==> src/hw/rtl/tsd_pkg.sv <==
// Package for the tar stream deframer: field widths, header offsets,
// result codes, the beat structs shared between stages and the magic tables.
// No dependencies.
package tsd_pkg;

    localparam int unsigned OFF_W    = 9;
    localparam int unsigned SIZE_W   = 33;
    localparam int unsigned BLOCKS_W = 24;

    localparam logic [OFF_W-1:0] NAME_END    = 9'd100;
    localparam logic [OFF_W-1:0] SIZE_START  = 9'd124;
    localparam logic [OFF_W-1:0] SIZE_END    = 9'd136;
    localparam logic [OFF_W-1:0] TYPE_POS    = 9'd156;
    localparam logic [OFF_W-1:0] MAGIC_START = 9'd257;
    localparam logic [OFF_W-1:0] MAGIC_END   = 9'd265;
    localparam logic [OFF_W-1:0] BLOCK_LAST  = 9'd511;
    localparam logic [2:0]       MAGIC_LEN_A = 3'd6;

    localparam logic [7:0] CHAR_NUL   = 8'h00;
    localparam logic [7:0] CHAR_SPACE = 8'h20;
    localparam logic [7:0] CHAR_ZERO  = 8'h30;
    localparam logic [7:0] CHAR_SEVEN = 8'h37;

    localparam logic [SIZE_W-1:0] SIZE_SAT = {SIZE_W{1'b1}};

    typedef enum logic [1:0] {
        KIND_NAME     = 2'd0,
        KIND_REPORT   = 2'd1,
        KIND_PAYLOAD  = 2'd2,
        KIND_FINISHED = 2'd3
    } kind_t;

    typedef enum logic [2:0] {
        ST_OK         = 3'd0,
        ST_BAD_MAGIC  = 3'd1,
        ST_BAD_TYPE   = 3'd2,
        ST_UNEXP_END  = 3'd3,
        ST_NORMAL_END = 3'd4
    } status_t;

    // Size field parse phase
    typedef enum logic [2:0] {
        PH_SKIP    = 3'b001,
        PH_DIGITS  = 3'b010,
        PH_STOPPED = 3'b100
    } phase_t;

    typedef struct packed {
        logic       valid;
        logic [7:0] data_byte;
        logic       end_marker;
    } in_beat_t;

    typedef struct packed {
        kind_t             kind;
        logic [7:0]        out_byte;
        logic [SIZE_W-1:0] entry_bytes;
        status_t           status;
        logic              last;
    } result_t;

    typedef struct packed {
        logic halted;
        logic in_data;
        logic load;
    } core_stat_t;

    function automatic logic [7:0] magic_a_char(input logic [2:0] idx);
        logic [7:0] c;
        case (idx)
            3'd0:    c = 8'h75; // u
            3'd1:    c = 8'h73; // s
            3'd2:    c = 8'h74; // t
            3'd3:    c = 8'h61; // a
            3'd4:    c = 8'h72; // r
            default: c = CHAR_NUL;
        endcase
        return c;
    endfunction

    function automatic logic [7:0] magic_b_char(input logic [2:0] idx);
        logic [7:0] c;
        case (idx)
            3'd0:    c = 8'h75;
            3'd1:    c = 8'h73;
            3'd2:    c = 8'h74;
            3'd3:    c = 8'h61;
            3'd4:    c = 8'h72;
            3'd5:    c = CHAR_SPACE;
            3'd6:    c = CHAR_SPACE;
            default: c = CHAR_NUL;
        endcase
        return c;
    endfunction

endpackage

==> src/hw/rtl/tsd_input_stage.sv <==
// Input register of the tar stream deframer: holds one accepted beat
// until the core consumes it. Depends on tsd_pkg.
module tsd_input_stage (
    input  logic              aclk,
    input  logic              aresetn,
    input  logic              s_valid,
    output logic              s_ready,
    input  logic [7:0]        s_data_byte,
    input  logic              s_end_marker,
    input  logic              pop,
    output tsd_pkg::in_beat_t beat
);

    logic       valid_reg, valid_next;
    logic [7:0] byte_reg;
    logic       end_reg;
    logic       take;

    // Refill in the same cycle the held beat is consumed
    assign s_ready = !valid_reg || pop;
    assign take    = s_valid && s_ready;

    always_comb begin
        if (take) begin
            valid_next = 1'b1;
        end else if (pop) begin
            valid_next = 1'b0;
        end else begin
            valid_next = valid_reg;
        end
    end

    always_ff @(posedge aclk) begin
        if (!aresetn) begin
            valid_reg <= 1'b0;
        end else begin
            valid_reg <= valid_next;
        end
    end

    always_ff @(posedge aclk) begin
        if (take) begin
            byte_reg <= s_data_byte;
            end_reg  <= s_end_marker;
        end
    end

    assign beat.valid      = valid_reg;
    assign beat.data_byte  = byte_reg;
    assign beat.end_marker = end_reg;

endmodule

==> src/hw/rtl/tsd_deframe_core.sv <==
// Deframer core: block position, header field parsing, data region counters
// and the mode register; builds at most one result per beat. Depends on tsd_pkg.
module tsd_deframe_core (
    input  logic                aclk,
    input  logic                aresetn,
    input  logic                cfg_wr_en,
    input  logic                cfg_wr_data,
    input  tsd_pkg::in_beat_t   beat,
    input  logic                out_free,
    output logic                pop,
    output logic                res_load,
    output tsd_pkg::result_t    res,
    output tsd_pkg::core_stat_t stat
);

    logic [tsd_pkg::OFF_W-1:0]    off_reg, off_next;
    logic                         in_data_reg, in_data_next;
    logic [tsd_pkg::BLOCKS_W-1:0] blocks_left_reg, blocks_left_next;
    logic [tsd_pkg::SIZE_W-1:0]   payload_left_reg, payload_left_next;
    logic [tsd_pkg::SIZE_W-1:0]   size_acc_reg, size_acc_next;
    tsd_pkg::phase_t              phase_reg, phase_next;
    logic                         name_ended_reg, name_ended_next;
    logic [1:0]                   magic_reg, magic_next;
    logic                         type_ok_reg, type_ok_next;
    logic                         all_zero_reg, all_zero_next;
    logic                         halted_reg, halted_next;
    logic                         extract_reg;

    logic [7:0]                 b;
    logic [2:0]                 magic_idx;
    logic [tsd_pkg::OFF_W-1:0]  magic_off;
    logic [tsd_pkg::SIZE_W-1:0] size_m1;
    logic                       emit;
    tsd_pkg::result_t           r;

    assign pop       = beat.valid && out_free;
    assign b         = beat.data_byte;
    assign magic_off = off_reg - tsd_pkg::MAGIC_START;
    assign magic_idx = magic_off[2:0];
    assign size_m1   = size_acc_reg - {{(tsd_pkg::SIZE_W-1){1'b0}}, 1'b1};

    always_comb begin
        off_next          = off_reg;
        in_data_next      = in_data_reg;
        blocks_left_next  = blocks_left_reg;
        payload_left_next = payload_left_reg;
        size_acc_next     = size_acc_reg;
        phase_next        = phase_reg;
        name_ended_next   = name_ended_reg;
        magic_next        = magic_reg;
        type_ok_next      = type_ok_reg;
        all_zero_next     = all_zero_reg;
        halted_next       = halted_reg;
        emit              = 1'b0;
        r.kind            = tsd_pkg::KIND_NAME;
        r.out_byte        = 8'd0;
        r.entry_bytes     = '0;
        r.status          = tsd_pkg::ST_OK;
        r.last            = 1'b0;

        if (pop && !halted_reg) begin
            if (beat.end_marker) begin
                halted_next = 1'b1;
                emit        = 1'b1;
                r.kind      = tsd_pkg::KIND_FINISHED;
                r.status    = in_data_reg ? tsd_pkg::ST_UNEXP_END : tsd_pkg::ST_NORMAL_END;
                r.last      = 1'b1;
            end else begin
                off_next = off_reg + 9'd1;
                if (in_data_reg) begin
                    if (payload_left_reg != '0) begin
                        payload_left_next = payload_left_reg - 33'd1;
                        if (extract_reg) begin
                            emit       = 1'b1;
                            r.kind     = tsd_pkg::KIND_PAYLOAD;
                            r.out_byte = b;
                            r.last     = (payload_left_reg == 33'd1);
                        end
                    end
                    if (off_reg == tsd_pkg::BLOCK_LAST) begin
                        if (blocks_left_reg == '0) begin
                            in_data_next = 1'b0;
                        end else begin
                            blocks_left_next = blocks_left_reg - 24'd1;
                        end
                    end
                end else begin
                    if (b != tsd_pkg::CHAR_NUL) begin
                        all_zero_next = 1'b0;
                    end
                    if (off_reg < tsd_pkg::NAME_END && !name_ended_reg) begin
                        if (b == tsd_pkg::CHAR_NUL) begin
                            name_ended_next = 1'b1;
                        end else begin
                            emit       = 1'b1;
                            r.kind     = tsd_pkg::KIND_NAME;
                            r.out_byte = b;
                        end
                    end
                    if (off_reg >= tsd_pkg::SIZE_START && off_reg < tsd_pkg::SIZE_END
                        && phase_reg != tsd_pkg::PH_STOPPED) begin
                        if (phase_reg == tsd_pkg::PH_SKIP && b == tsd_pkg::CHAR_SPACE) begin
                            phase_next = phase_reg;
                        end else if (b inside {[tsd_pkg::CHAR_ZERO:tsd_pkg::CHAR_SEVEN]}) begin
                            // accum*8 + digit, saturate when any of the top three bits is set
                            if (size_acc_reg[32:30] != 3'd0) begin
                                size_acc_next = tsd_pkg::SIZE_SAT;
                            end else begin
                                size_acc_next = {size_acc_reg[29:0], b[2:0]};
                            end
                            phase_next = tsd_pkg::PH_DIGITS;
                        end else begin
                            phase_next = tsd_pkg::PH_STOPPED;
                        end
                    end
                    if (off_reg == tsd_pkg::TYPE_POS) begin
                        type_ok_next = (b == tsd_pkg::CHAR_ZERO) || (b == tsd_pkg::CHAR_NUL);
                    end
                    if (off_reg >= tsd_pkg::MAGIC_START && off_reg < tsd_pkg::MAGIC_END) begin
                        if (magic_idx < tsd_pkg::MAGIC_LEN_A
                            && b != tsd_pkg::magic_a_char(magic_idx)) begin
                            magic_next[0] = 1'b0;
                        end
                        if (b != tsd_pkg::magic_b_char(magic_idx)) begin
                            magic_next[1] = 1'b0;
                        end
                    end
                    if (off_reg == tsd_pkg::BLOCK_LAST) begin
                        emit          = 1'b1;
                        r.out_byte    = 8'd0;
                        r.entry_bytes = size_acc_reg;
                        r.kind        = tsd_pkg::KIND_REPORT;
                        if (all_zero_reg && b == tsd_pkg::CHAR_NUL) begin
                            halted_next   = 1'b1;
                            r.kind        = tsd_pkg::KIND_FINISHED;
                            r.entry_bytes = '0;
                            r.status      = tsd_pkg::ST_NORMAL_END;
                            r.last        = 1'b1;
                        end else if (magic_reg == 2'b00) begin
                            halted_next = 1'b1;
                            r.status    = tsd_pkg::ST_BAD_MAGIC;
                            r.last      = 1'b1;
                        end else if (!type_ok_reg) begin
                            halted_next = 1'b1;
                            r.status    = tsd_pkg::ST_BAD_TYPE;
                            r.last      = 1'b1;
                        end else if (size_acc_reg != '0) begin
                            in_data_next      = 1'b1;
                            payload_left_next = size_acc_reg;
                            blocks_left_next  = size_m1[32:9];
                        end
                        // clear the header trackers for the next header
                        size_acc_next   = '0;
                        phase_next      = tsd_pkg::PH_SKIP;
                        name_ended_next = 1'b0;
                        magic_next      = 2'b11;
                        type_ok_next    = 1'b0;
                        all_zero_next   = 1'b1;
                    end
                end
            end
        end
    end

    always_ff @(posedge aclk) begin
        if (!aresetn) begin
            off_reg          <= '0;
            in_data_reg      <= 1'b0;
            blocks_left_reg  <= '0;
            payload_left_reg <= '0;
            size_acc_reg     <= '0;
            phase_reg        <= tsd_pkg::PH_SKIP;
            name_ended_reg   <= 1'b0;
            magic_reg        <= 2'b11;
            type_ok_reg      <= 1'b0;
            all_zero_reg     <= 1'b1;
            halted_reg       <= 1'b0;
            extract_reg      <= 1'b0;
        end else begin
            off_reg          <= off_next;
            in_data_reg      <= in_data_next;
            blocks_left_reg  <= blocks_left_next;
            payload_left_reg <= payload_left_next;
            size_acc_reg     <= size_acc_next;
            phase_reg        <= phase_next;
            name_ended_reg   <= name_ended_next;
            magic_reg        <= magic_next;
            type_ok_reg      <= type_ok_next;
            all_zero_reg     <= all_zero_next;
            halted_reg       <= halted_next;
            if (cfg_wr_en) begin
                extract_reg <= cfg_wr_data;
            end
        end
    end

    assign res_load     = emit;
    assign res          = r;
    assign stat.halted  = halted_reg;
    assign stat.in_data = in_data_reg;
    assign stat.load    = emit;

endmodule

==> src/hw/rtl/tsd_output_stage.sv <==
// Result register of the tar stream deframer: holds one result beat until
// the sink takes it. Depends on tsd_pkg.
module tsd_output_stage (
    input  logic                     aclk,
    input  logic                     aresetn,
    input  logic                     load,
    input  tsd_pkg::result_t         res,
    output logic                     out_free,
    output logic                     m_valid,
    input  logic                     m_ready,
    output logic [1:0]               m_kind,
    output logic [7:0]               m_out_byte,
    output logic [tsd_pkg::SIZE_W-1:0] m_entry_bytes,
    output logic [2:0]               m_status,
    output logic                     m_last
);

    logic             valid_reg, valid_next;
    tsd_pkg::result_t res_reg;

    assign out_free = !valid_reg || m_ready;

    always_comb begin
        if (load) begin
            valid_next = 1'b1;
        end else if (m_ready) begin
            valid_next = 1'b0;
        end else begin
            valid_next = valid_reg;
        end
    end

    always_ff @(posedge aclk) begin
        if (!aresetn) begin
            valid_reg <= 1'b0;
        end else begin
            valid_reg <= valid_next;
        end
    end

    always_ff @(posedge aclk) begin
        if (load) begin
            res_reg <= res;
        end
    end

    assign m_valid       = valid_reg;
    assign m_kind        = res_reg.kind;
    assign m_out_byte    = res_reg.out_byte;
    assign m_entry_bytes = res_reg.entry_bytes;
    assign m_status      = res_reg.status;
    assign m_last        = res_reg.last;

endmodule

==> src/hw/rtl/tar_stream_deframer.sv <==
// Top level of the tar stream deframer: input register, deframer core and
// result register. Depends on tsd_pkg, tsd_input_stage, tsd_deframe_core,
// tsd_output_stage.
//
//  channel | direction | handshake          | payload
//  s_      | in        | s_valid / s_ready  | data_byte[7:0], end_marker
//  m_      | out       | m_valid / m_ready  | kind[1:0], out_byte[7:0], entry_bytes[32:0],
//          |           |                    | status[2:0], last
//  cfg_    | in        | cfg_wr_en          | cfg_wr_data (extract mode)
//
// One beat per cycle sustained while m_ready stays high. A beat's result, if it
// makes one, shows on m_valid after the beat has passed through the input
// register: the core works on the input register and loads the result register.
// Reset (aresetn, synchronous) clears all control state and the mode bit.
// While the result register waits on m_ready, one more beat is held in the
// input register; s_ready drops only when both are full.
module tar_stream_deframer (
    input  logic                       aclk,
    input  logic                       aresetn,
    input  logic                       cfg_wr_en,
    input  logic                       cfg_wr_data,
    input  logic                       s_valid,
    output logic                       s_ready,
    input  logic [7:0]                 s_data_byte,
    input  logic                       s_end_marker,
    output logic                       m_valid,
    input  logic                       m_ready,
    output logic [1:0]                 m_kind,
    output logic [7:0]                 m_out_byte,
    output logic [tsd_pkg::SIZE_W-1:0] m_entry_bytes,
    output logic [2:0]                 m_status,
    output logic                       m_last
);

    tsd_pkg::in_beat_t   beat;
    tsd_pkg::result_t    res;
    tsd_pkg::core_stat_t stat;
    logic                pop;
    logic                out_free;
    logic                res_load;

    tsd_input_stage u_in (
        .aclk         (aclk),
        .aresetn      (aresetn),
        .s_valid      (s_valid),
        .s_ready      (s_ready),
        .s_data_byte  (s_data_byte),
        .s_end_marker (s_end_marker),
        .pop          (pop),
        .beat         (beat)
    );

    tsd_deframe_core u_core (
        .aclk        (aclk),
        .aresetn     (aresetn),
        .cfg_wr_en   (cfg_wr_en),
        .cfg_wr_data (cfg_wr_data),
        .beat        (beat),
        .out_free    (out_free),
        .pop         (pop),
        .res_load    (res_load),
        .res         (res),
        .stat        (stat)
    );

    tsd_output_stage u_out (
        .aclk          (aclk),
        .aresetn       (aresetn),
        .load          (res_load),
        .res           (res),
        .out_free      (out_free),
        .m_valid       (m_valid),
        .m_ready       (m_ready),
        .m_kind        (m_kind),
        .m_out_byte    (m_out_byte),
        .m_entry_bytes (m_entry_bytes),
        .m_status      (m_status),
        .m_last        (m_last)
    );

    // A halted block loads no further result
    a_halt_silent: assert property (@(posedge aclk) disable iff (!aresetn)
        stat.halted |-> !stat.load)
        else $error("result loaded after halt");

    // A result is only loaded when the result register can take it
    a_load_free: assert property (@(posedge aclk) disable iff (!aresetn)
        stat.load |-> out_free && beat.valid)
        else $error("result loaded into busy output");

    // A finished result always ends the stream
    a_finish_last: assert property (@(posedge aclk) disable iff (!aresetn)
        m_valid && m_kind == tsd_pkg::KIND_FINISHED |-> m_last)
        else $error("finished result without last");

    // Payload beats only come from the data region
    a_payload_region: assert property (@(posedge aclk) disable iff (!aresetn)
        stat.load && res.kind == tsd_pkg::KIND_PAYLOAD |-> stat.in_data)
        else $error("payload beat outside data region");

endmodule
==> config.mk <==
export PLATFORM = sky130hd
export DESIGN_NAME = tar_stream_deframer
export DESIGN_NICKNAME = d
export VERILOG_FILES = /design/src/hw/rtl/tsd_pkg.sv /design/src/hw/rtl/tsd_input_stage.sv /design/src/hw/rtl/tsd_deframe_core.sv /design/src/hw/rtl/tsd_output_stage.sv /design/src/hw/rtl/tar_stream_deframer.sv
export SDC_FILE = /design/constraint.sdc
export NUM_CORES = 1
export LEC_CHECK = 0
export BUFFER_PORTS_ARGS = -buffer_cell sky130_fd_sc_hd__clkbuf_2
export CORE_MARGIN = 4
export CORE_UTILIZATION = 55
export CTS_CLUSTER_SIZE = 10
export DETAILED_ROUTE_END_ITERATION = 16
export PLACE_DENSITY = 0.77
export SLEW_MARGIN = 20
export SYNTH_ARGS = -nofsm -noshare
export SYNTH_HDL_FRONTEND = slang
export SYNTH_HIERARCHICAL = 1
export SYNTH_SLANG_ARGS = --single-unit
==> constraint.sdc <==
create_clock -name aclk -period 4.03 [get_ports aclk]
set_input_delay 0.6045 -clock aclk [delete_from_list [all_inputs] [get_ports aclk]]
set_output_delay 0.6045 -clock aclk [all_outputs]
set_load 0.03 [all_outputs]
==> flow_metrics.tcl <==
set metrics [dict create \
    detail_route.first_pass.iterations 6 \
    netlist_area_um2 8790 \
    rows 45 \
    cts_tree "yes" \
    drt-wirelength-per-cell_um 18.8 \
    vias_per_cell 6.32 \
    min_path_type "in2reg" \
    gr-total-overflow 0 \
    synth_nets 1050 \
    setup_tns_ns 0 \
    worst_pin_slew_ns 0.778 \
    power_density_nw_per_um2 365 \
    fp.dieW_um 134 \
    critPathKind "reg2reg" \
    cts-root-buf "clkbuf_16" \
    clk_latency_ns 0.43 \
    worstPathMaxFanout 15 \
    required_ns 4.32 \
    start_util_pct 57.0 \
    leakage_nw 3.68 \
    critPathLaunchType "flip-flop" \
    hold_viol_final 0 \
    period_needed_ns 3.18 \
    fmax_mhz 315 \
    fin_nets 1096 \
    power_mw 3.60 \
    design.die.area_um2 18100 \
    cts_resized 0 \
    grt_usage_pct 26.7 \
    ys_warn_count 6 \
    critPathSlowestCell "a211o_1" \
    worstPathArrival_ns 3.47 \
    htreeDepth 4 \
    drv_slew 0 \
    cts_hold_buf 0 \
    area.growth.synth_to_final_pct 12.2 \
    place_congestion 0.945 \
    worst_setup_hold_path_clk_slew_ns 0.07 \
    fin_crit_sh_pct 78.8 \
    wl_um 24200 \
    max_stage_delay_ns 0.52 \
    io_pins 64 \
    core-area_um2 15400 \
    cts_setup_buffers 0 \
    max_slew_margin_pct 48.1 \
    drive_gt1_share_pct 13.9 \
    vdd_drop_max_uv 298 \
    cts_num_sinks 168 \
    hpwl_um 16200 \
    crit_chain "ha_1 -> nand3_1 -> nor2_1 -> ha_1 -> nor2b_1 -> buf_4 -> nor2b_1 -> nand2_1 -> a211o_1 -> nor2_1 -> buf_4 -> o21ai_0 -> o311ai_0" \
    via_count 8161 \
    synthCells 1021 \
    grt_pass1_vias 7376 \
    drcViolationCount 0 \
    grt_start_max_net_pins 54 \
    antenna_found_initial 0 \
    num_antenna_cells 0 \
    place.port_buffers 63 \
    ctsLongestPathBuffers 2 \
    finalClockSkew_ns 0.0117 \
    instances_no_fill 1291 \
    drt-initial-drc-count 986 \
    status "complete, no violations" \
    maxCapViolCount 0 \
    dp.cells 1259 \
    setup_viol 0 \
    grt_setup_unrepaired "no" \
    fin_util_pct 64.0 \
    dieHeight_um 134 \
    syn_area_per_cell_um2 8.61 \
    grt_first_pass_wirelength_um 38600 \
    cts-buffers-inserted 17 \
    drt.antenna.violating_nets 0 \
    endpoint_kind "flip-flop" \
]
==> cell type report <==
| type | count | area, um2 |
|---|---|---|
| clock inverter | 13 | 119 |
| timing repair buffer | 88 | 515 |
| fill | 1332 | 5560 |
| tap | 211 | 264 |
| clock buffer | 19 | 433 |
| multi-input combinational | 773 | 4540 |
| inverter | 19 | 71.3 |
| sequential | 168 | 3930 |
==> cells in the final DEF (no fill, tap or decap), types with 10 or more instances in the layout <==
| cell | n |
|---|---|
| nor3_1 | 51 |
| o221ai_1 | 10 |
| o211ai_1 | 10 |
| and2_1 | 49 |
| xnor2_1 | 18 |
| clkbuf_2 | 63 |
| buf_4 | 24 |
| xor2_1 | 10 |
| clkbuf_16 | 17 |
| edfxtp_1 | 56 |
| or4_1 | 10 |
| a21oi_1 | 63 |
| nand2_1 | 116 |
| dfxtp_1 | 111 |
| nor2_1 | 106 |
| o21ai_0 | 71 |
| ha_1 | 14 |
| nor4_1 | 25 |
| nand4_1 | 10 |
| or3_1 | 21 |
| inv_1 | 18 |
| nand3_1 | 25 |
| or2_2 | 10 |
==> per-stage QoR <==
stage | hold WS [ns] | instance area, um2 | setup WS [ns]
floorplan | 0.433 | 8790 | 0.0341
global placement | 0.448 | 9320 | 1.14
detailed placement | 0.465 | 9320 | 0.953
CTS | 0.339 | 9870 | 0.914
global route | 0.337 | 9870 | 0.584
finish | 0.351 | 9870 | 0.854
==> critical path, delay by kind of cell (launching register included) <==
| kind | cells | cell delay [ns] |
|---|---|---|
| compound gates | 3 | 0.74 |
| fa+ha+maj | 2 | 0.47 |
| buf+inv | 2 | 0.36 |
| flops | 1 | 0.50 |
| simple gates | 6 | 0.96 |
==> final timing paths <==
path                              startpoint                    endpoint  slack, ns  cells past startpoint
setup reg to reg           u_core/off_reg[0]  u_core/blocks_left_reg[18]       0.85                     13
hold reg to reg   u_core/blocks_left_reg[23]  u_core/blocks_left_reg[23]       0.47                      2
setup / recovery           u_core/off_reg[0]  u_core/blocks_left_reg[18]       0.85                     13
hold / removal                s_data_byte[3]            u_in/byte_reg[3]       0.35                      1
==> routing by layer <==
metal  track usage (%)  vias to the layer above  routed length (um)  part of all wire, %
li1                  -                     3831                   -                    -
met1              36.7                     3839               10300                   42
met2              42.2                      422               11100                   46
met3              5.44                       69                2070                  8.6
met4              8.77                        0                 790                  3.3
met5                 0                        -                   0                    0
==> where the power goes <==
group	switching [mW]	internal (mW)
Sequential	0.0260	1.79
Clock	0.705	0.859
Combinational	0.157	0.0603
Total	0.887	2.71
No activity file was read; power rests on OpenSTA's default activity.
